===== src/sv/rued_pkg.sv =====
`timescale 1ns / 1ps
// ----------------------------------------------------------------------------
// rued_pkg
// shared types and constants of the rank/unary/escape decoder
// ----------------------------------------------------------------------------
package rued_pkg;

  localparam int COUNT_WIDTH_DEF = 20;   // default width of the symbol counter
  localparam int BYTE_W          = 8;    // code byte and symbol width
  localparam int BLEN_W          = 20;   // block_length register width
  localparam int RANK_COUNT      = 7;    // number of rank symbols
  localparam int RANK_IDX_W      = 3;
  localparam int CFG_IDX_W       = 3;    // eight configuration registers

  localparam logic [RANK_IDX_W-1:0] ESCAPE_RUN     = 3'd7;  // zeros that open a literal
  localparam logic [2:0]            LAST_BIT_POS   = 3'd7;  // last bit of a byte / literal

  // configuration register indexes
  localparam logic [CFG_IDX_W-1:0] REG_BLOCK_LENGTH = 3'd7;  // 0..6 are the rank symbols

  localparam int IN_FIFO_DEPTH  = 4;
  localparam int OUT_FIFO_DEPTH = 4;

  typedef struct packed {
    logic [BYTE_W-1:0] symbol;
    logic              last_of_byte;
    logic              end_of_block;
  } result_t;

endpackage


===== src/sv/rued_fifo.sv =====
`timescale 1ns / 1ps
// ----------------------------------------------------------------------------
// rued_fifo
// small first-word-fall-through queue, used for code bytes and for results
// ----------------------------------------------------------------------------
module rued_fifo #(
  parameter int WIDTH = 8,
  parameter int DEPTH = 4
) (
  input  logic             clk,
  input  logic             rst_n,
  input  logic             push,
  input  logic [WIDTH-1:0] wdata,
  output logic             full,
  input  logic             pop,
  output logic [WIDTH-1:0] rdata,
  output logic             empty
);

  localparam int PW = (DEPTH > 1) ? $clog2(DEPTH) : 1;
  localparam int CW = $clog2(DEPTH + 1);

  logic [WIDTH-1:0] mem_r [DEPTH];
  logic [PW-1:0]    wr_ptr_r, wr_ptr_nxt;
  logic [PW-1:0]    rd_ptr_r, rd_ptr_nxt;
  logic [CW-1:0]    count_r, count_nxt;
  logic             do_push, do_pop;

  assign full    = (count_r == CW'(DEPTH));
  assign empty   = (count_r == '0);
  assign do_push = push && !full;
  assign do_pop  = pop && !empty;
  assign rdata   = mem_r[rd_ptr_r];

  always_comb begin
    wr_ptr_nxt = wr_ptr_r;
    rd_ptr_nxt = rd_ptr_r;
    count_nxt  = count_r;
    if (do_push) begin
      wr_ptr_nxt = (wr_ptr_r == PW'(DEPTH - 1)) ? '0 : wr_ptr_r + 1'b1;
    end
    if (do_pop) begin
      rd_ptr_nxt = (rd_ptr_r == PW'(DEPTH - 1)) ? '0 : rd_ptr_r + 1'b1;
    end
    if (do_push && !do_pop) begin
      count_nxt = count_r + 1'b1;
    end else if (do_pop && !do_push) begin
      count_nxt = count_r - 1'b1;
    end
  end

  always_ff @(posedge clk) begin
    if (!rst_n) begin
      wr_ptr_r <= '0;
      rd_ptr_r <= '0;
      count_r  <= '0;
    end else begin
      wr_ptr_r <= wr_ptr_nxt;
      rd_ptr_r <= rd_ptr_nxt;
      count_r  <= count_nxt;
    end
  end

  always_ff @(posedge clk) begin
    if (do_push) begin
      mem_r[wr_ptr_r] <= wdata;
    end
  end

endmodule


===== src/sv/rued_bit_engine.sv =====
`timescale 1ns / 1ps
// ----------------------------------------------------------------------------
// rued_bit_engine
// walks a code bit per cycle unless res_full; holds state, cfg regs, counter
// ----------------------------------------------------------------------------
module rued_bit_engine import rued_pkg::*; #(
  parameter int COUNT_WIDTH = COUNT_WIDTH_DEF
) (
  input  logic                 clk,
  input  logic                 rst_n,
  // configuration
  input  logic                 cfg_valid,
  output logic                 cfg_ready,
  input  logic [CFG_IDX_W-1:0] cfg_index,
  input  logic [BLEN_W-1:0]    cfg_data,
  // code byte queue
  input  logic                 byte_empty,
  input  logic [BYTE_W-1:0]    byte_data,
  output logic                 byte_pop,
  // result queue
  input  logic                 res_full,
  output logic                 res_push,
  output result_t              res_data
);

  localparam int CMP_W = (COUNT_WIDTH > BLEN_W) ? COUNT_WIDTH : BLEN_W;

  logic [BYTE_W-1:0]      rank_r [RANK_COUNT];
  logic [BLEN_W-1:0]      blen_r;

  logic                   busy_r, busy_nxt;
  logic [BYTE_W-1:0]      shift_r, shift_nxt;
  logic [2:0]             pos_r, pos_nxt;
  logic [RANK_IDX_W-1:0]  zero_run_r, zero_run_nxt;
  logic                   in_lit_r, in_lit_nxt;
  logic [2:0]             lit_cnt_r, lit_cnt_nxt;
  logic [BYTE_W-1:0]      lit_val_r, lit_val_nxt;
  logic [COUNT_WIDTH-1:0] done_cnt_r, done_cnt_nxt;

  logic                   adv, bit_in, emit, eob, finish, load;
  logic [BYTE_W-1:0]      sym, lit_merged;
  logic [RANK_IDX_W-1:0]  rank_idx;
  logic [COUNT_WIDTH-1:0] cnt_inc;
  logic [BLEN_W-1:0]      limit;

  assign cfg_ready = 1'b1;

  always_ff @(posedge clk) begin
    if (!rst_n) begin
      for (int i = 0; i < RANK_COUNT; i++) begin
        rank_r[i] <= '0;
      end
      blen_r <= BLEN_W'(1);
    end else if (cfg_valid) begin
      if (cfg_index == REG_BLOCK_LENGTH) begin
        blen_r <= cfg_data;
      end else begin
        rank_r[cfg_index] <= cfg_data[BYTE_W-1:0];
      end
    end
  end

  // bit walk
  assign adv        = busy_r && !res_full;
  assign bit_in     = shift_r[0];
  assign rank_idx   = (zero_run_r == ESCAPE_RUN) ? '0 : zero_run_r;
  assign lit_merged = lit_val_r | (BYTE_W'(bit_in) << lit_cnt_r);

  // symbol counter, block ends on limit, counter top or wrap
  assign cnt_inc = done_cnt_r + 1'b1;
  assign limit   = (blen_r == '0) ? BLEN_W'(1) : blen_r;
  assign eob     = (CMP_W'(cnt_inc) >= CMP_W'(limit)) || (cnt_inc == '1) || (cnt_inc == '0);

  always_comb begin
    emit         = 1'b0;
    sym          = rank_r[rank_idx];
    zero_run_nxt = zero_run_r;
    in_lit_nxt   = in_lit_r;
    lit_cnt_nxt  = lit_cnt_r;
    lit_val_nxt  = lit_val_r;
    done_cnt_nxt = done_cnt_r;
    if (adv) begin
      if (in_lit_r) begin
        if (lit_cnt_r == LAST_BIT_POS) begin
          emit        = 1'b1;
          sym         = lit_merged;
          in_lit_nxt  = 1'b0;
          lit_cnt_nxt = '0;
          lit_val_nxt = '0;
        end else begin
          lit_val_nxt = lit_merged;
          lit_cnt_nxt = lit_cnt_r + 1'b1;
        end
      end else if (bit_in) begin
        emit         = 1'b1;
        zero_run_nxt = '0;
      end else if (zero_run_r + 1'b1 == ESCAPE_RUN) begin
        zero_run_nxt = '0;
        in_lit_nxt   = 1'b1;
        lit_cnt_nxt  = '0;
        lit_val_nxt  = '0;
      end else begin
        zero_run_nxt = zero_run_r + 1'b1;
      end
      if (emit) begin
        if (eob) begin
          zero_run_nxt = '0;
          in_lit_nxt   = 1'b0;
          lit_cnt_nxt  = '0;
          lit_val_nxt  = '0;
          done_cnt_nxt = '0;
        end else begin
          done_cnt_nxt = cnt_inc;
        end
      end
    end
  end

  // byte ends after its eighth bit or on a block end
  assign finish   = adv && ((pos_r == LAST_BIT_POS) || (emit && eob));
  assign load     = !byte_empty && (!busy_r || finish);
  assign byte_pop = load;

  always_comb begin
    busy_nxt  = busy_r;
    shift_nxt = shift_r;
    pos_nxt   = pos_r;
    if (load) begin
      busy_nxt  = 1'b1;
      shift_nxt = byte_data;
      pos_nxt   = '0;
    end else if (finish) begin
      busy_nxt  = 1'b0;
    end else if (adv) begin
      shift_nxt = shift_r >> 1;
      pos_nxt   = pos_r + 1'b1;
    end
  end

  // after any symbol the decoder is back at a clean run, so a later one in
  // this byte appears exactly when a one bit remains
  assign res_push              = emit;
  assign res_data.symbol       = sym;
  assign res_data.end_of_block = eob;
  assign res_data.last_of_byte = eob || (shift_r[BYTE_W-1:1] == '0);

  always_ff @(posedge clk) begin
    if (!rst_n) begin
      busy_r     <= 1'b0;
      pos_r      <= '0;
      zero_run_r <= '0;
      in_lit_r   <= 1'b0;
      lit_cnt_r  <= '0;
      lit_val_r  <= '0;
      done_cnt_r <= '0;
    end else begin
      busy_r     <= busy_nxt;
      pos_r      <= pos_nxt;
      zero_run_r <= zero_run_nxt;
      in_lit_r   <= in_lit_nxt;
      lit_cnt_r  <= lit_cnt_nxt;
      lit_val_r  <= lit_val_nxt;
      done_cnt_r <= done_cnt_nxt;
    end
  end

  always_ff @(posedge clk) begin
    shift_r <= shift_nxt;
  end

endmodule


===== src/sv/rank_unary_escape_decoder.sv =====
`timescale 1ns / 1ps
// ----------------------------------------------------------------------------
// rank_unary_escape_decoder
// decodes rank/unary coded bytes with a literal escape into symbols
// ----------------------------------------------------------------------------
// usage
//   input side is a queue: a code byte word is taken when in_push is high and
//   in_full is low; bytes wait in a four-word queue ahead of the decoder
//   result side is a queue too: while out_empty is low the oldest symbol word
//   is on out_symbol / out_last_of_byte / out_end_of_block, and out_pop takes it
//   configuration: cfg_index 0..6 set the rank symbols, 7 the block length;
//   cfg_ready is always high, write only while the block is idle
// timing
//   the decoder walks one code bit per clock unless the result queue is full,
//   so a byte occupies it up to its eighth bit or a block end inside it, while
//   the byte queue keeps taking bytes; up to one symbol per cycle
//   first symbol of a byte reaches the result queue once the walk gets to the
//   bit that ends its code
// reset
//   rst_n (synchronous, low) empties both queues, clears decode state and the
//   symbol count, sets rank symbols to zero and the block length to one
// stalls
//   when the result queue fills the bit walk holds; the byte queue keeps taking
//   words until it is full, then in_full rises
// ----------------------------------------------------------------------------
module rank_unary_escape_decoder import rued_pkg::*; #(
  parameter int COUNT_WIDTH = COUNT_WIDTH_DEF
) (
  input  logic                 clk,
  input  logic                 rst_n,
  // code byte channel
  input  logic                 in_push,
  output logic                 in_full,
  input  logic [BYTE_W-1:0]    in_code_byte,
  // result channel
  output logic                 out_empty,
  input  logic                 out_pop,
  output logic [BYTE_W-1:0]    out_symbol,
  output logic                 out_last_of_byte,
  output logic                 out_end_of_block,
  // configuration channel
  input  logic                 cfg_valid,
  output logic                 cfg_ready,
  input  logic [CFG_IDX_W-1:0] cfg_index,
  input  logic [BLEN_W-1:0]    cfg_data
);

  // front: code byte queue
  logic              byte_empty, byte_pop;
  logic [BYTE_W-1:0] byte_data;

  // back to output queue
  logic              res_full, res_push;
  result_t           res_data, res_head;

  rued_fifo #(
    .WIDTH (BYTE_W),
    .DEPTH (IN_FIFO_DEPTH)
  ) u_byte_q (
    .clk   (clk),
    .rst_n (rst_n),
    .push  (in_push),
    .wdata (in_code_byte),
    .full  (in_full),
    .pop   (byte_pop),
    .rdata (byte_data),
    .empty (byte_empty)
  );

  // back: bit-serial decoder with configuration registers and block counter
  rued_bit_engine #(
    .COUNT_WIDTH (COUNT_WIDTH)
  ) u_engine (
    .clk        (clk),
    .rst_n      (rst_n),
    .cfg_valid  (cfg_valid),
    .cfg_ready  (cfg_ready),
    .cfg_index  (cfg_index),
    .cfg_data   (cfg_data),
    .byte_empty (byte_empty),
    .byte_data  (byte_data),
    .byte_pop   (byte_pop),
    .res_full   (res_full),
    .res_push   (res_push),
    .res_data   (res_data)
  );

  // result queue decouples the bit walk from the receiver
  rued_fifo #(
    .WIDTH ($bits(result_t)),
    .DEPTH (OUT_FIFO_DEPTH)
  ) u_result_q (
    .clk   (clk),
    .rst_n (rst_n),
    .push  (res_push),
    .wdata (res_data),
    .full  (res_full),
    .pop   (out_pop),
    .rdata (res_head),
    .empty (out_empty)
  );

  assign out_symbol       = res_head.symbol;
  assign out_last_of_byte = res_head.last_of_byte;
  assign out_end_of_block = res_head.end_of_block;

endmodule


===== config.mk =====
export PLATFORM = sky130hd
export DESIGN_NAME = rank_unary_escape_decoder
export DESIGN_NICKNAME = d
export VERILOG_FILES = /design/src/sv/rued_pkg.sv /design/src/sv/rued_fifo.sv /design/src/sv/rued_bit_engine.sv /design/src/sv/rank_unary_escape_decoder.sv
export SDC_FILE = /design/constraint.sdc
export NUM_CORES = 1
export LEC_CHECK = 0
export BUFFER_PORTS_ARGS = -buffer_cell sky130_fd_sc_hd__buf_2
export CAP_MARGIN = 30
export CELL_PAD_IN_SITES_DETAIL_PLACEMENT = 2
export CELL_PAD_IN_SITES_GLOBAL_PLACEMENT = 2
export CORE_MARGIN = 2
export CORE_UTILIZATION = 41
export CTS_BUF_LIST = sky130_fd_sc_hd__clkbuf_16
export DETAILED_ROUTE_END_ITERATION = 7
export GPL_ROUTABILITY_DRIVEN = 0
export GPL_TIMING_DRIVEN = 0
export PLACE_DENSITY_LB_ADDON = 0.08
export REMOVE_ABC_BUFFERS = 1
export SLEW_MARGIN = 20
export SYNTH_ARGS = -nofsm -noshare
export SYNTH_HDL_FRONTEND = slang
export SYNTH_SLANG_ARGS = --single-unit

===== constraint.sdc =====
create_clock -name clk -period 4.74 [get_ports clk]
set_input_delay 0.948 -clock clk [delete_from_list [all_inputs] [get_ports clk]]
set_output_delay 0.948 -clock clk [all_outputs]
set_load 0.1 [all_outputs]

=== Word-level counts from Yosys, hierarchy flattened ===
Memories as Yosys holds them, arrays and structs flattened. A register that Yosys moved wholly into a read port is not among the register bits.
Cells that the tools add are included.

* RAM bits: 128
* Output and inout port bits: 13
* Register bits after elaboration: 81
* Input bits: 36
* Memories kept: 3

{| class="wikitable"
|+ Memory list
! memory !! words !! width !! read ports !! clocked after memory_dff !! wr ports !! line !! source
|-
| u_engine.rank_r || 7 || 8 || 1 || 0 || 7 || rued_bit_engine.sv:28 || <nowiki>logic [BYTE_W-1:0] rank_r [RANK_COUNT];</nowiki>
|-
| u_result_q.mem_r || 4 || 10 || 1 || 1 || 1 || rued_fifo.sv:23 || <nowiki>logic [WIDTH-1:0] mem_r [DEPTH];</nowiki>
|-
| u_byte_q.mem_r || 4 || 8 || 1 || 1 || 1 || rued_fifo.sv:23 ||
|}

* Magnitude comparators: 1
* Equal/unequal tests: 13
* Add/subtract/negate cells: 12
* Reduce and logical (&&, ||, !) cells: 41
* Bitwise logic cells: 3
* Multiplexer cells: 63
* Shift operators: 1

{| class="wikitable"
|+ Operators by type and width
! kind !! number
|-
| $mux W8 || 13
|-
| $mux W3 || 17
|-
| $logic_not A20 Y1 || 2
|-
| $mux W20 || 2
|-
| $mux W1 || 23
|-
| $eq A3 B3 Y1 const B || 7
|-
| $add A20 B1 Y20 const B || 1
|-
| $eq A20 B20 Y1 const B || 1
|-
| $ge A20 B20 Y1 || 1
|-
| $mux W2 || 8
|-
| $add A3 B1 Y3 const B || 5
|-
| $logic_and A1 B1 Y1 || 12
|-
| $logic_not A1 Y1 || 9
|-
| $add A2 B1 Y2 const B || 4
|-
| $eq A2 B2 Y1 const B || 4
|-
| $or A8 B8 Y8 || 1
|-
| $reduce_and A2 Y1 || 4
|-
| $reduce_bool A2 Y1 || 4
|-
| $reduce_or A8 Y1 || 1
|-
| $shl A1 B3 Y8 || 1
|-
| $logic_not A7 Y1 || 1
|-
| $logic_not A3 Y1 || 2
|-
| $sub A3 B1 Y3 const B || 2
|-
| $logic_or A1 B1 Y1 || 5
|-
| other kinds (3) || 4
|}

=== Longest topological paths before layout ===
Gate-level depths: netlist of run 1.

* Depth after elaboration: 14
* Mapped depth: 22
* Depth with buffers taken out: 19

=== Modules after synthesis ===
Synthesis of run 1 repeated with hierarchy kept, for this count alone.

* Cells, all modules: 1040
* Area, all modules: 11198.2 um2

{| class="wikitable"
|+ Modules (own cells, without submodules)
! module !! seq. area each (um2) !! instances !! area each (um2) !! cells an instance
|-
| rued_bit_engine || 3263.1 || 1 || 7652.3 || 844
|-
| rued_fifo (u_result_q) || 1381.3 || 1 || 1915.6 || 103
|-
| rued_fifo (u_byte_q) || 1141.1 || 1 || 1630.3 || 93
|}

=== Least setup slack after synthesis of run 1 ===
OpenSTA, ideal clock, no wires.

* Path type: register to register
* Start: reg u_engine.done_cnt_r[1]
* End: reg u_byte_q.count_r[2]
* Arrival time: 4.185 ns
* Data required time: 4.670 ns
* Slack: 0.485 ns
* Stages on the path, launching flop included: 23
* Period minus slack after synthesis: 4.255 ns
* Path buffers: 3
* Path through: dfxtp_1 -> buf_2 -> and2_1 -> nand2_1 -> o31a_1 -> or2_2 -> ha_1 -> a21o_1 -> a21o_1 -> a21oi_1 -> o21ai_0 -> a21oi_1 -> and3_1 -> buf_6 -> o21ai_4 -> buf_6 -> inv_1 -> ha_1 -> inv_1 -> fa_1 -> xor2_1 -> or3_1 -> a21oi_1

* Cells in the longest elaborated chain, start to end: 13

{| class="wikitable"
|+ Ends and longest elaborated chain
! item !! line !! source
|-
| start, declared || rued_bit_engine.sv:38 || <nowiki>logic [COUNT_WIDTH-1:0] done_cnt_r, done_cnt_nxt;</nowiki>
|-
| start signal, assigned || rued_bit_engine.sv:163 || <nowiki>done_cnt_r <= done_cnt_nxt;</nowiki>
|-
| $add A20 B1 Y20 * || rued_bit_engine.sv:70 || <nowiki>assign cnt_inc = done_cnt_r + 1'b1;</nowiki>
|-
| $ge A20 B20 Y1 or $eq A20 B20 Y1 (tied branches) || rued_bit_engine.sv:72 || <nowiki>assign eob = (CMP_W'(cnt_inc) >= CMP_W'(limit)) || (cnt_inc == '1) || (cnt_inc == '0);</nowiki>
|-
| $logic_or A1 B1 Y1 || rued_bit_engine.sv:72 ||
|-
| $logic_or A1 B1 Y1 * || rued_bit_engine.sv:72 ||
|-
| $logic_and A1 B1 Y1 * || rued_bit_engine.sv:120 || <nowiki>assign finish = adv && ((pos_r == LAST_BIT_POS) || (emit && eob));</nowiki>
|-
| $logic_or A1 B1 Y1 * || rued_bit_engine.sv:120 ||
|-
| $logic_and A1 B1 Y1 * || rued_bit_engine.sv:120 ||
|-
| $logic_or A1 B1 Y1 * || rued_bit_engine.sv:121 || <nowiki>assign load = !byte_empty && (!busy_r || finish);</nowiki>
|-
| $logic_and A1 B1 Y1 * || rued_bit_engine.sv:121 ||
|-
| $logic_and A1 B1 Y1 * || rued_fifo.sv:32 || <nowiki>assign do_pop = pop && !empty;</nowiki>
|-
| $logic_not A1 Y1 || rued_fifo.sv:45 || <nowiki>if (do_push && !do_pop) begin</nowiki>
|-
| $logic_and A1 B1 Y1 || rued_fifo.sv:45 ||
|-
| $mux W3 or $reduce_bool A2 Y1 (tied branches) || n/a ||
|-
| end signal, assigned || rued_fifo.sv:60 || <nowiki>count_r <= count_nxt;</nowiki>
|-
| end, declared || rued_fifo.sv:26 || <nowiki>logic [CW-1:0] count_r, count_nxt;</nowiki>
|}

Every way passes the cells marked *; elsewhere a longest branch is shown, timed or not.
A chain may end at the register's enable or synchronous reset.

=== Final worst setup path of run 1 ===
* Start: reg u_engine.done_cnt_r[10]
* End: reg u_byte_q.count_r[2]

Same word-level chain as after synthesis.

==> results by group, run 1 <==
Detailed routing
  • Pre-antenna DRT Iters: 4
  • WL per Instance: 22.1 um
  • Final ANT Viol Nets: 0
  • Initial DRC count: 404
  • Vias per cell: 5.63
  • DRC: 0
  • WL final: 30600 um
  • Via count: 7816

Outcome
  • Outcome: complete, no violations

Timing
  • Final hold violations: 0
  • Final setup viols: 0
  • Fmax: 218 MHz
  • Max-slew violation count: 0
  • Relative slew slack: 36.6%
  • Post-route clock period utilization: 96.8%
  • Max Clock Skew: between 10 and 15 ps
  • Min Tclk post-route: 4590 ps
  • Worst-Margin Slew: about 950 ps

Worst setup path
  • CP Class: reg2reg
  • CP required: 5190 ps
  • R2R depth: 20
  • WP data arrival: 5040 ps
  • Startpoint Class: flop
  • Crit-path max FO: 14
  • Crit. End Element: flop

Logic synthesis
  • Simple-Gate Fraction of Synth Area: 16.7%
  • Adder-cell share of the synthesized area: 5.37%
  • Post-synth ARST share: 0%
  • Synth warn: 0
  • Area of the mapped netlist: 10800 sq um
  • Top-area cell type share of the netlist area: 37.9%
  • Register bit total from synthesis: between 200 and 250
  • Count of different cell masters after synthesis: 64
  • Synthesized area per cell: 10.9 sq um
  • Xor and xnor area share after synthesis: 1.79%
  • Most common flop cell mapped by yosys: edfxtp_1
  • Yosys top cell by area: edfxtp_1
  • Number of flops mapped to enable cells by yosys: ~140
  • Mapped Cells: just under 1000
  • Largest family of logic cells by synthesized area: simple AND/OR/NAND/NOR gates
  • Post-synthesis mux area share: 7.37%
  • Compound-Gate Fraction of Synth Area: 10.6%
  • Top post-synthesis cells by area: edfxtp_1, dfxtp_1, mux4_2, ha_1, a21oi_1
  • Fraction of the yosys area taken by sequential cells: 53.7%

Clocking
  • CTS H-tree depth: 1
  • Reg clk slew, reported paths: approximately 60 ps
  • TritonCTS buffer count: 26
  • CTS Buffer Depth: 3
  • CTS tree: yes
  • Clock Sinks: 221
  • Root Driver: clkbuf_16
  • Hold buffers post-CTS: 0
  • Skew-Pair Late Insertion Delay: between 500 and 600 ps

Global route
  • Vias in the first global route: roughly 8500
  • First-pass GRT wire length: slightly below 50000 um
  • Gr ovfl total: 0
  • Largest net degree at the start of global routing: 48
  • Global Route Usage Sum: approximately 22%
  • Antenna violations before repair: 0

Finish
  • Fraction of layout cells with a size suffix above 1: 16.8%
  • Area of the multi-input gates: 4610 sq um
  • Layout area overhead: 14.3%
  • Ant diodes: 0
  • Fillers: 2658
  • Design area: 12300 sq um
  • Layout Cells excl Fill: between 1000 and 1500
  • Reg area: 5830 sq um
  • Net count, final: approximately 1100

Pwr
  • Sw Pwr: 0.00199 W
  • Peak VDD IR: 0.498 mV
  • Internal: 0.00393 W
  • Switching part of the total power: around 34%
  • PnR Total Power: 0.00593 W
  • Clock power frac: 32.4%
  • Flop pwr share: between 40% and 50%
  • Leakage power: 4.49 nW
  • PwrDens: 481 nW/um^2
  • Comb pwr share: 25.9%

Floorplan
  • I/O pin count: slightly below 50
  • Die area: 27600 sq um
  • Row count: 59
  • Area of the core: roughly 26000 sq um
  • Initial Utilization: 41.6%
  • Die Ht: 166 um
  • Die X: 166 um

Placement
  • Final HPWL DP: roughly 21000 um
  • PortBufs: 47
  • Area after DPL: 11200 sq um
  • Dpl cells: between 1000 and 1500

Worst hold path
  • Hold crit path type: reg2reg
  • Hold depth: 2

Job
  • Max Cap Viol: 0
## power by group through the flow
stage,sequential [W],clock [W],combinational [W]
final,0.00247,0.00192,0.00153
after global routing,0.00251,0.00202,0.00166
after CTS,0.00248,0.00196,0.00152
after detailed placement,0.00252,0,0.00147
after global placement,0.00251,0,0.00140
after floorplan,0.00244,0,0.00110
## critical path: stages, from the launching register on
cell and delay (ps):
dfxtp_2 410, and4_4 270, nand4_2 170, o31a_1 360
or2_2 350, ha_1 330, a21o_1 180, a21o_1 170
a21oi_1 130, o21ai_0 120, a21oi_2 200, and3_4 250
buf_12 160, o21ai_4 70, inv_1 90, ha_1 190
inv_1 70, fa_1 370, xor2_1 190, or3_1 300
a21oi_1 130
## layer usage
layer  GRT usage (%)  routed length [um]  share of wire [%]
met2            40.2               16000                 52
met1            28.5               13600                 44
met4            3.55                 403                1.3
met3            2.14                 618                2.0
met5               0                   0                  0
## area by class of cell
cell class,instances,share of cell area (%)
tap,335,3.40
clock inverter,21,1.18
inverter,48,1.48
clock buffer,27,5.49
sequential,221,47.4
multi-input combinational,667,37.5
timing repair buffer,69,3.60
## synth_stat cells, drive strengths merged (3+ instances only)
library cell  number
edfxtp           136
nand2            113
a21oi             94
dfxtp             85
nor2              84
inv               48
ha                43
clkbuf            39
nand3             27
mux4              26
buf               24
and2              19
a211oi            18
nand4             18
nor4              17
nor3              16
o21ai             16
nor2b             13
or3               12
xnor2             12
mux2i             11
nand2b            11
o211ai            11
xor2              10
a21o               9
o22ai              8
mux2               7
a31oi              5
and3               5
and4               5
nor3b              4
nor4b              4
or4                4
a2111oi            3
a311oi             3
nand3b             3
or2                3
## registers in the layout (all words and copies together) (netlist names), 8 cells and up, named ones only
name	cells
u_engine.done_cnt_r	20
u_byte_q.mem_r	32
u_engine.shift_r	8
u_engine.lit_val_r	8
u_result_q.mem_r	40
u_engine.rank_r	64
u_engine.blen_r	20
## logic make-up (layout without fill, tap and decap cells)
family | after synthesis | after routing
xor+xnor | 22 | 22
other cells | 2 | 9
simple gates | 362 | 362
flops | 221 | 221
fa+ha+maj | 45 | 45
mux | 44 | 44
buf+inv | 111 | 165
compound gates | 185 | 185
## layout by cell type, fill, tap and decap left out, types with 16 or more instances in the layout
master	count
nor3_1	16
dfxtp_1	72
buf_4	17
nor2_1	84
clkbuf_16	28
ha_1	41
a211oi_1	18
buf_2	47
inv_1	56
and2_1	18
nand2_1	112
a21oi_1	93
mux4_2	26
edfxtp_1	136
nand4_1	17
nand3_1	26
## final timing paths
kind	from	end	slack, ps
hold / removal	u_engine.done_cnt_r[18]	u_engine.done_cnt_r[18]	470
hold reg to reg	u_engine.done_cnt_r[18]	u_engine.done_cnt_r[18]	470
setup reg to reg	u_engine.done_cnt_r[10]	u_byte_q.count_r[2]	150
setup / recovery	u_engine.done_cnt_r[10]	u_byte_q.count_r[2]	150
## metrics by stage
stage                     util (%)  worst slack, ps  setup TNS (ps)  hold WS (ps)
after floorplan                  -             -133            -133           445
after global placement        43.1            -1810          -50620           460
after detailed placement      43.3            -1020           -5990           468
after CTS                     46.9              115               0           476
after global routing          47.5            -53.7           -53.7           505
final                         47.5              154               0           475
## timing repair
| action | 4_1_cts | 5_1_grt |
|---|---|---|
| gates cloned | 0 | 1 |
| endpoints found under the setup margin | 20 | 1 |
| gates resized for setup | 32 | 10 |
| pin swaps | 2 | 2 |
| setup buffers | 3 | 14 |
No activity file was read; power rests on OpenSTA's default activity.
==> run 2, diff against run 1 <==
clock period = 4.6 ns   (was 4.74 ns; I/O delays follow)
==> run 2 against run 1 <==
Against the previous run:
- routed wire length grew 1.9%
- sequential power is 3% higher
- power up 3.3%
- largest cell class unchanged
- non-clock buffer count rose by 14
- critical path depth fell by 1
- fmax is 2.8% higher
- sequential share of layout area shrank 0.64 points
- global-route usage rose by 0.26 points
- core utilization grew 0.67 points
- clock skew shrank 3.2 ps
==> results by group, run 2 (synthesis gave the netlist of run 1 again) <==
Outcome
  • Outcome: complete, no violations

Finish
  • Net count, final: 1128 (+1.3%)
  • Most common cell after layout, fill and taps aside: edfxtp_1
  • Reg area: 5830 sq um (about the same)
  • Top flop regs: u_engine.rank_r (64), u_result_q.mem_r (40), u_byte_q.mem_r (32)
  • Number of flip-flops in the largest register: 64 (unchanged)
  • Reg with most FFs: u_engine.rank_r
  • Most frequent cells in the layout: edfxtp_1, nand2_1, a21oi_1, nor2_1, dfxtp_1
  • Fillers: 2645 (-0.49%)
  • Fraction of layout cells with a size suffix above 1: 18.4% (+1.6 points)
  • Area of the multi-input gates: 4670 sq um (+1.3%)
  • Layout area overhead: 15.9%
  • Ant diodes: 0 (unchanged)

Clocking
  • Hold buffers post-CTS: 0 (unchanged)
  • Skew-Pair Late Insertion Delay: 530 ps (about the same)
  • CTS H-tree depth: 1 (unchanged)
  • Root Driver: clkbuf_16
  • TritonCTS buffer count: 26 (unchanged)
  • CTS tree: yes
  • Clock Sinks: 221 (unchanged)
  • Reg clk slew, reported paths: 60 ps (about the same)
  • CTS Buffer Depth: 3 (unchanged)

Placement
  • Final HPWL DP: 20700 um (unchanged)
  • PortBufs: 47 (unchanged)

Pwr
  • Sw Pwr: 0.00206 W (+3.2%)
  • Flop pwr share: 41.6% (-0.2 points)
  • PnR Total Power: 0.00612 W (+3.3%)
  • Switching part of the total power: 33.6% (about the same)
  • Comb pwr share: 26.1% (+0.2 points)
  • Leakage power: 4.60 nW (+2.3%)
  • Peak VDD IR: 0.513 mV (+3.0%)
  • Clock power frac: 32.3% (about the same)
  • PwrDens: 490 nW/um^2 (+1.9%)
  • Internal: 0.00407 W (+3.4%)

Floorplan
  • Area of the core: 25900 sq um (unchanged)
  • I/O pin count: 49 (unchanged)
  • Die area: 27600 sq um (unchanged)
  • Row count: 59 (unchanged)
  • Die X: 166 um (unchanged)
  • Initial Utilization: 41.6% (unchanged)
  • Die Ht: 166 um (unchanged)

Detailed routing
  • Final ANT Viol Nets: 0 (unchanged)
  • WL per Instance: 22.3 um (+0.93%)
  • Pre-antenna DRT Iters: 4 (unchanged)
  • DRC: 0 (unchanged)
  • Initial DRC count: 416 (+3.0%)
  • Vias per cell: 5.61 (-0.29%)
  • Via count: 7872 (+0.72%)
  • WL final: 31200 um (+1.9%)

Timing
  • Worst-Margin Slew: 946 ps (-0.800 ps)
  • Final setup viols: 0 (unchanged)
  • Min Tclk post-route: 4460 ps (-126 ps)
  • Post-route clock period utilization: 97.0% (+0.20 points)
  • Hold slack: 475 ps (-0.247 ps)
  • Max Clock Skew: 9.55 ps (-3.16 ps)
  • Setup tns final: 0 ps (unchanged)
  • Fmax: 224 MHz (+2.8%)
  • Relative slew slack: 36.6% (+0.054 points)
  • Max-slew violation count: 0 (unchanged)
  • Final hold violations: 0 (unchanged)

Worst setup path
  • R2R depth: 19 (-5.0%)
  • CP Class: reg2reg
  • Crit-path max FO: 14 (unchanged)
  • CP required: 5050 ps (-140 ps)
  • Startpoint Class: flop
  • Crit. End Element: flop
  • WP data arrival: 4910 ps (-130 ps)
  • R2r setup slk: 140 ps (about the same)

Global route
  • Antenna violations before repair: 0 (unchanged)
  • Largest net degree at the start of global routing: 48 (unchanged)
  • First-pass GRT wire length: 48700 um (+0.92%)
  • Vias in the first global route: 8520 (+0.57%)
  • Global Route Usage Sum: 22.2% (+0.26 points)
  • Gr ovfl total: 0 (unchanged)

Job
  • Max Cap Viol: 0 (unchanged)

Worst hold path
  • Hold crit path type: reg2reg
  • Hold depth: 2 (unchanged)
## run 2: cell types whose count changed in the layout (fill, tap and decap cells not counted), sizes merged
cell    delta
buf       +14
bufbuf     +1
clkbuf     -1
## run 2: stage by stage
| step | worst slack, ps | util (%) | instances | area (sq um) |
|---|---|---|---|---|
| finish | 140 | 48.2 | 1402 | 12500 |
| floorplan | -273 | - | 936 | 10500 |
| CTS | 11.2 | 47.1 | 1375 | 12200 |
| detailed placement | -1160 | 43.3 | 1321 | 11200 |
| global route | -70.6 | 48.2 | 1402 | 12500 |
| global placement | -1950 | 43.1 | 1318 | 11200 |
## run 2: layer usage
layer	part of all wire (%)	global-route usage [%]	vias up	wire, um
met2	52	40.5	88	16400
met5	0	0	-	0
li1	-	-	3724	-
met4	1.4	3.82	0	451
met3	2.4	2.22	31	751
met1	44	28.9	4029	13600
## run 2: power groups by stage
| stage | registers (W) | logic [W] | clock network, W |
|---|---|---|---|
| final | 0.00255 | 0.00160 | 0.00198 |
| after global routing | 0.00258 | 0.00172 | 0.00209 |
| after CTS | 0.00256 | 0.00160 | 0.00202 |
| after detailed placement | 0.00260 | 0.00152 | 0 |
| after global placement | 0.00258 | 0.00145 | 0 |
| after floorplan | 0.00252 | 0.00113 | 0 |
## run 2: layout make-up
cell class                      instances  share of cell area, %
Sequential cell                       221                   46.7
Multi-Input combinational cell        667                   37.4
Clock buffer                           27                   5.41
Timing Repair Buffer                   83                   4.45
Tap cell                              335                   3.36
Inverter                               48                   1.46
Clock inverter                         21                   1.16
## run 2: path summary, 6_finish.rpt
check                                  to                    start
hold / removal    u_engine.done_cnt_r[18]  u_engine.done_cnt_r[18]
setup / recovery      u_byte_q.count_r[2]  u_engine.done_cnt_r[12]
hold reg to reg   u_engine.done_cnt_r[18]  u_engine.done_cnt_r[18]
setup reg to reg      u_byte_q.count_r[2]  u_engine.done_cnt_r[12]
## run 2: what timing repair did
| action | 4_1_cts | 5_1_grt |
|---|---|---|
| endpoints found under the hold margin | 0 | 0 |
| pin swaps | 2 | 4 |
| endpoints found under the setup margin | 43 | 1 |
| gates resized for setup | 37 | 14 |
| buffers inserted | 5 | 26 |
| cloned | 1 | 0 |
## run 2: critical path: stages, from the launching register on
cell and delay, ps:
dfxtp_4 400, nand4_1 380, nor4_4 370, xnor2_1 300, ha_1 330, a21o_1 160
a21o_1 180, a21oi_1 150, o21ai_0 120, a21oi_2 180, and3_4 240, buf_12 170
o21ai_4 70, inv_1 90, ha_2 190, inv_1 60, fa_1 370, xor2_1 180
or3_1 300, a21oi_1 130
==> run 3, diff against run 2 <==
SETUP_SLACK_MARGIN = 0.3   (was unset)
==> run 3 against run 2 <==
Against the previous run:
- core utilization is 0.67 points higher
- register-to-register slack better by 250 ps
- fmax rose by 5.8%
- sequential cell count is the same
- final cell count up 0.57%
- clock-buffer cell count stayed put
- first-iteration DRC count increased by 7.2%
- non-clock buffer count grew 7
- critical path type unchanged
==> results by group, run 3 (synthesis gave the netlist of run 1 again) <==
Placement
  • Dpl ws: -1160 ps (unchanged)
  • Final HPWL DP: 20700 um (unchanged)
  • PortBufs: 47 (unchanged)

Worst setup path
  • CP startpoint: u_engine.done_cnt_r[10]
  • CP Class: reg2reg
  • CP required: 5060 ps (about the same)
  • Crit. End Element: flop
  • Worst reg2reg path endpoint: u_byte_q.count_r[2]
  • WP data arrival: 4670 ps (-240 ps)
  • Critical Path End: u_byte_q.count_r[2]
  • R2R depth: 20 (+1)
  • R2r setup slk: 390 ps (+250 ps)
  • Worst r2r src: u_engine.done_cnt_r[10]
  • Startpoint Class: flop
  • Crit-path max FO: 6 (-8)

Finish
  • Ant diodes: 0 (unchanged)
  • Final core area utilization: 48.9% (+0.67 points)
  • Number of flip-flops in the largest register: 64 (unchanged)
  • Fraction of layout cells with a size suffix above 1: 20.9% (+2.6 points)
  • Top flop regs: u_engine.rank_r (64), u_result_q.mem_r (40), u_byte_q.mem_r (32)
  • Most common cell after layout, fill and taps aside: edfxtp_1
  • Most frequent cells in the layout: edfxtp_1, nand2_1, a21oi_1, nor2_1, dfxtp_1
  • Net count, final: 1136 (+0.71%)
  • Reg with most FFs: u_engine.rank_r
  • Layout area overhead: 17.6%

Global route
  • Gr ovfl total: 0 (unchanged)
  • First-pass GRT wire length: 50000 um (+2.6%)
  • Largest net degree at the start of global routing: 48 (unchanged)
  • Antenna violations before repair: 0 (unchanged)
  • Global Route Usage Sum: 22.8% (+0.67 points)
  • Vias in the first global route: 8706 (+2.2%)

Clocking
  • Reg clk slew, reported paths: 60 ps (about the same)
  • CTS tree: yes
  • TritonCTS buffer count: 26 (unchanged)
  • Clock Sinks: 221 (unchanged)
  • CTS H-tree depth: 1 (unchanged)
  • Skew-Pair Late Insertion Delay: 530 ps (about the same)
  • Root Driver: clkbuf_16
  • Hold buffers post-CTS: 0 (unchanged)
  • CTS Buffer Depth: 3 (unchanged)

Timing
  • Max Clock Skew: 8.31 ps (-1.24 ps)
  • Max-slew violation count: 0 (unchanged)
  • Relative slew slack: 37.4% (+0.81 points)
  • Final hold violations: 0 (unchanged)
  • PnR worst setup slack: 385 ps (+245 ps)
  • Post-route clock period utilization: 91.6% (-5.3 points)
  • Final setup viols: 0 (unchanged)
  • Setup tns final: 0 ps (unchanged)
  • RSZ-0062 raised after global routing: true
  • Worst-Margin Slew: 934 ps (-12.0 ps)
  • Hold slack: 475 ps (+0.150 ps)
  • Fmax: 237 MHz (+5.8%)
  • Min Tclk post-route: 4210 ps (-245 ps)

Pwr
  • Leakage power: 4.69 nW (+2.0%)
  • Peak VDD IR: 0.513 mV (about the same)
  • PnR Total Power: 0.00618 W (+0.99%)
  • PwrDens: 488 nW/um^2 (-0.40%)

Floorplan
  • Area of the core: 25900 sq um (unchanged)
  • Row count: 59 (unchanged)
  • Die Ht: 166 um (unchanged)
  • Die area: 27600 sq um (unchanged)
  • Die X: 166 um (unchanged)
  • Initial Utilization: 41.6% (unchanged)
  • I/O pin count: 49 (unchanged)

Detailed routing
  • Vias per cell: 5.67 (+1.0%)
  • Pre-antenna DRT Iters: 6 (+2)
  • Via count: 7997 (+1.6%)
  • Initial DRC count: 446 (+7.2%)
  • Final ANT Viol Nets: 0 (unchanged)
  • WL per Instance: 22.9 um (+2.7%)
  • DRC: 0 (unchanged)
  • WL final: 32200 um (+3.2%)

Outcome
  • Outcome: complete, no violations

Worst hold path
  • Hold crit path type: reg2reg

Job
  • Max Cap Viol: 0 (unchanged)
[run 3: cell type report]
type	count	area [sq um]
well taps	335	419
repair inverters	1	5.00
clock inverters	21	145
flip-flops and latches	221	5840
multi-input cells	667	4780
inverters	48	186
repair buffers	90	608
clock buffers	27	676
fillers	2628	13300
[run 3: power breakdown]
| group | switching, W | internal [W] | total, W |
|---|---|---|---|
| Sequential | 0.000189 | 0.00236 | 0.00255 |
| Combinational | 0.00109 | 0.000561 | 0.00165 |
| Clock | 0.000818 | 0.00117 | 0.00199 |
| Total | 0.00209 | 0.00409 | 0.00618 |
[run 3: routing by layer]
| metal | routed length (um) | vias to the layer above | global-route usage, % |
|---|---|---|---|
| li1 | - | 3742 | - |
| met1 | 13800 | 4083 | 29.3 |
| met2 | 16900 | 127 | 41.9 |
| met3 | 788 | 45 | 2.24 |
| met4 | 686 | 0 | 4.69 |
| met5 | 0 | - | 0 |
[run 3: timing repair]
action / CTS / global route
endpoints found under the hold margin: 0 / 0
pin swaps: 4 / 18
setup buffers: 29 / 9
resized for setup: 50 / 30
setup endpoints to repair: 64 / 11
cloned: 1 / 1
[run 3: worst max-delay path, stage by stage, from the launching register on]
cell,delay [ps]
dfxtp_4,380
and4_4,250
nand4_4,140
o31a_1,380
or2_4,280
ha_4,250
a21o_1,170
a21o_1,170
a21oi_1,140
o21ai_1,100
a21oi_2,180
and3_4,240
buf_12,110
o21ai_4,60
inv_2,70
ha_2,170
inv_1,50
fa_1,370
xor2_1,180
or3_1,300
a21oi_1,130
[run 3: metrics by stage]
step | cells | cell area (sq um)
after floorplan | 936 | 10500
after global placement | 1318 | 11200
after detailed placement | 1321 | 11200
after CTS | 1399 | 12400
after global routing | 1410 | 12700
final | 1410 | 12700
[run 3: how the worst min path moves through the flow]
stage,from,end,slack (ps),depth (start not counted)
finish,u_engine.done_cnt_r[18],u_engine.done_cnt_r[18],470,2
global route,u_engine.done_cnt_r[18],u_engine.done_cnt_r[18],500,2
CTS,u_engine.done_cnt_r[18],u_engine.done_cnt_r[18],480,2
detailed placement,u_engine.done_cnt_r[18],u_engine.done_cnt_r[18],470,2
global placement,u_engine.done_cnt_r[18],u_engine.done_cnt_r[18],460,2
floorplan,u_engine.done_cnt_r[18],u_engine.done_cnt_r[18],450,2
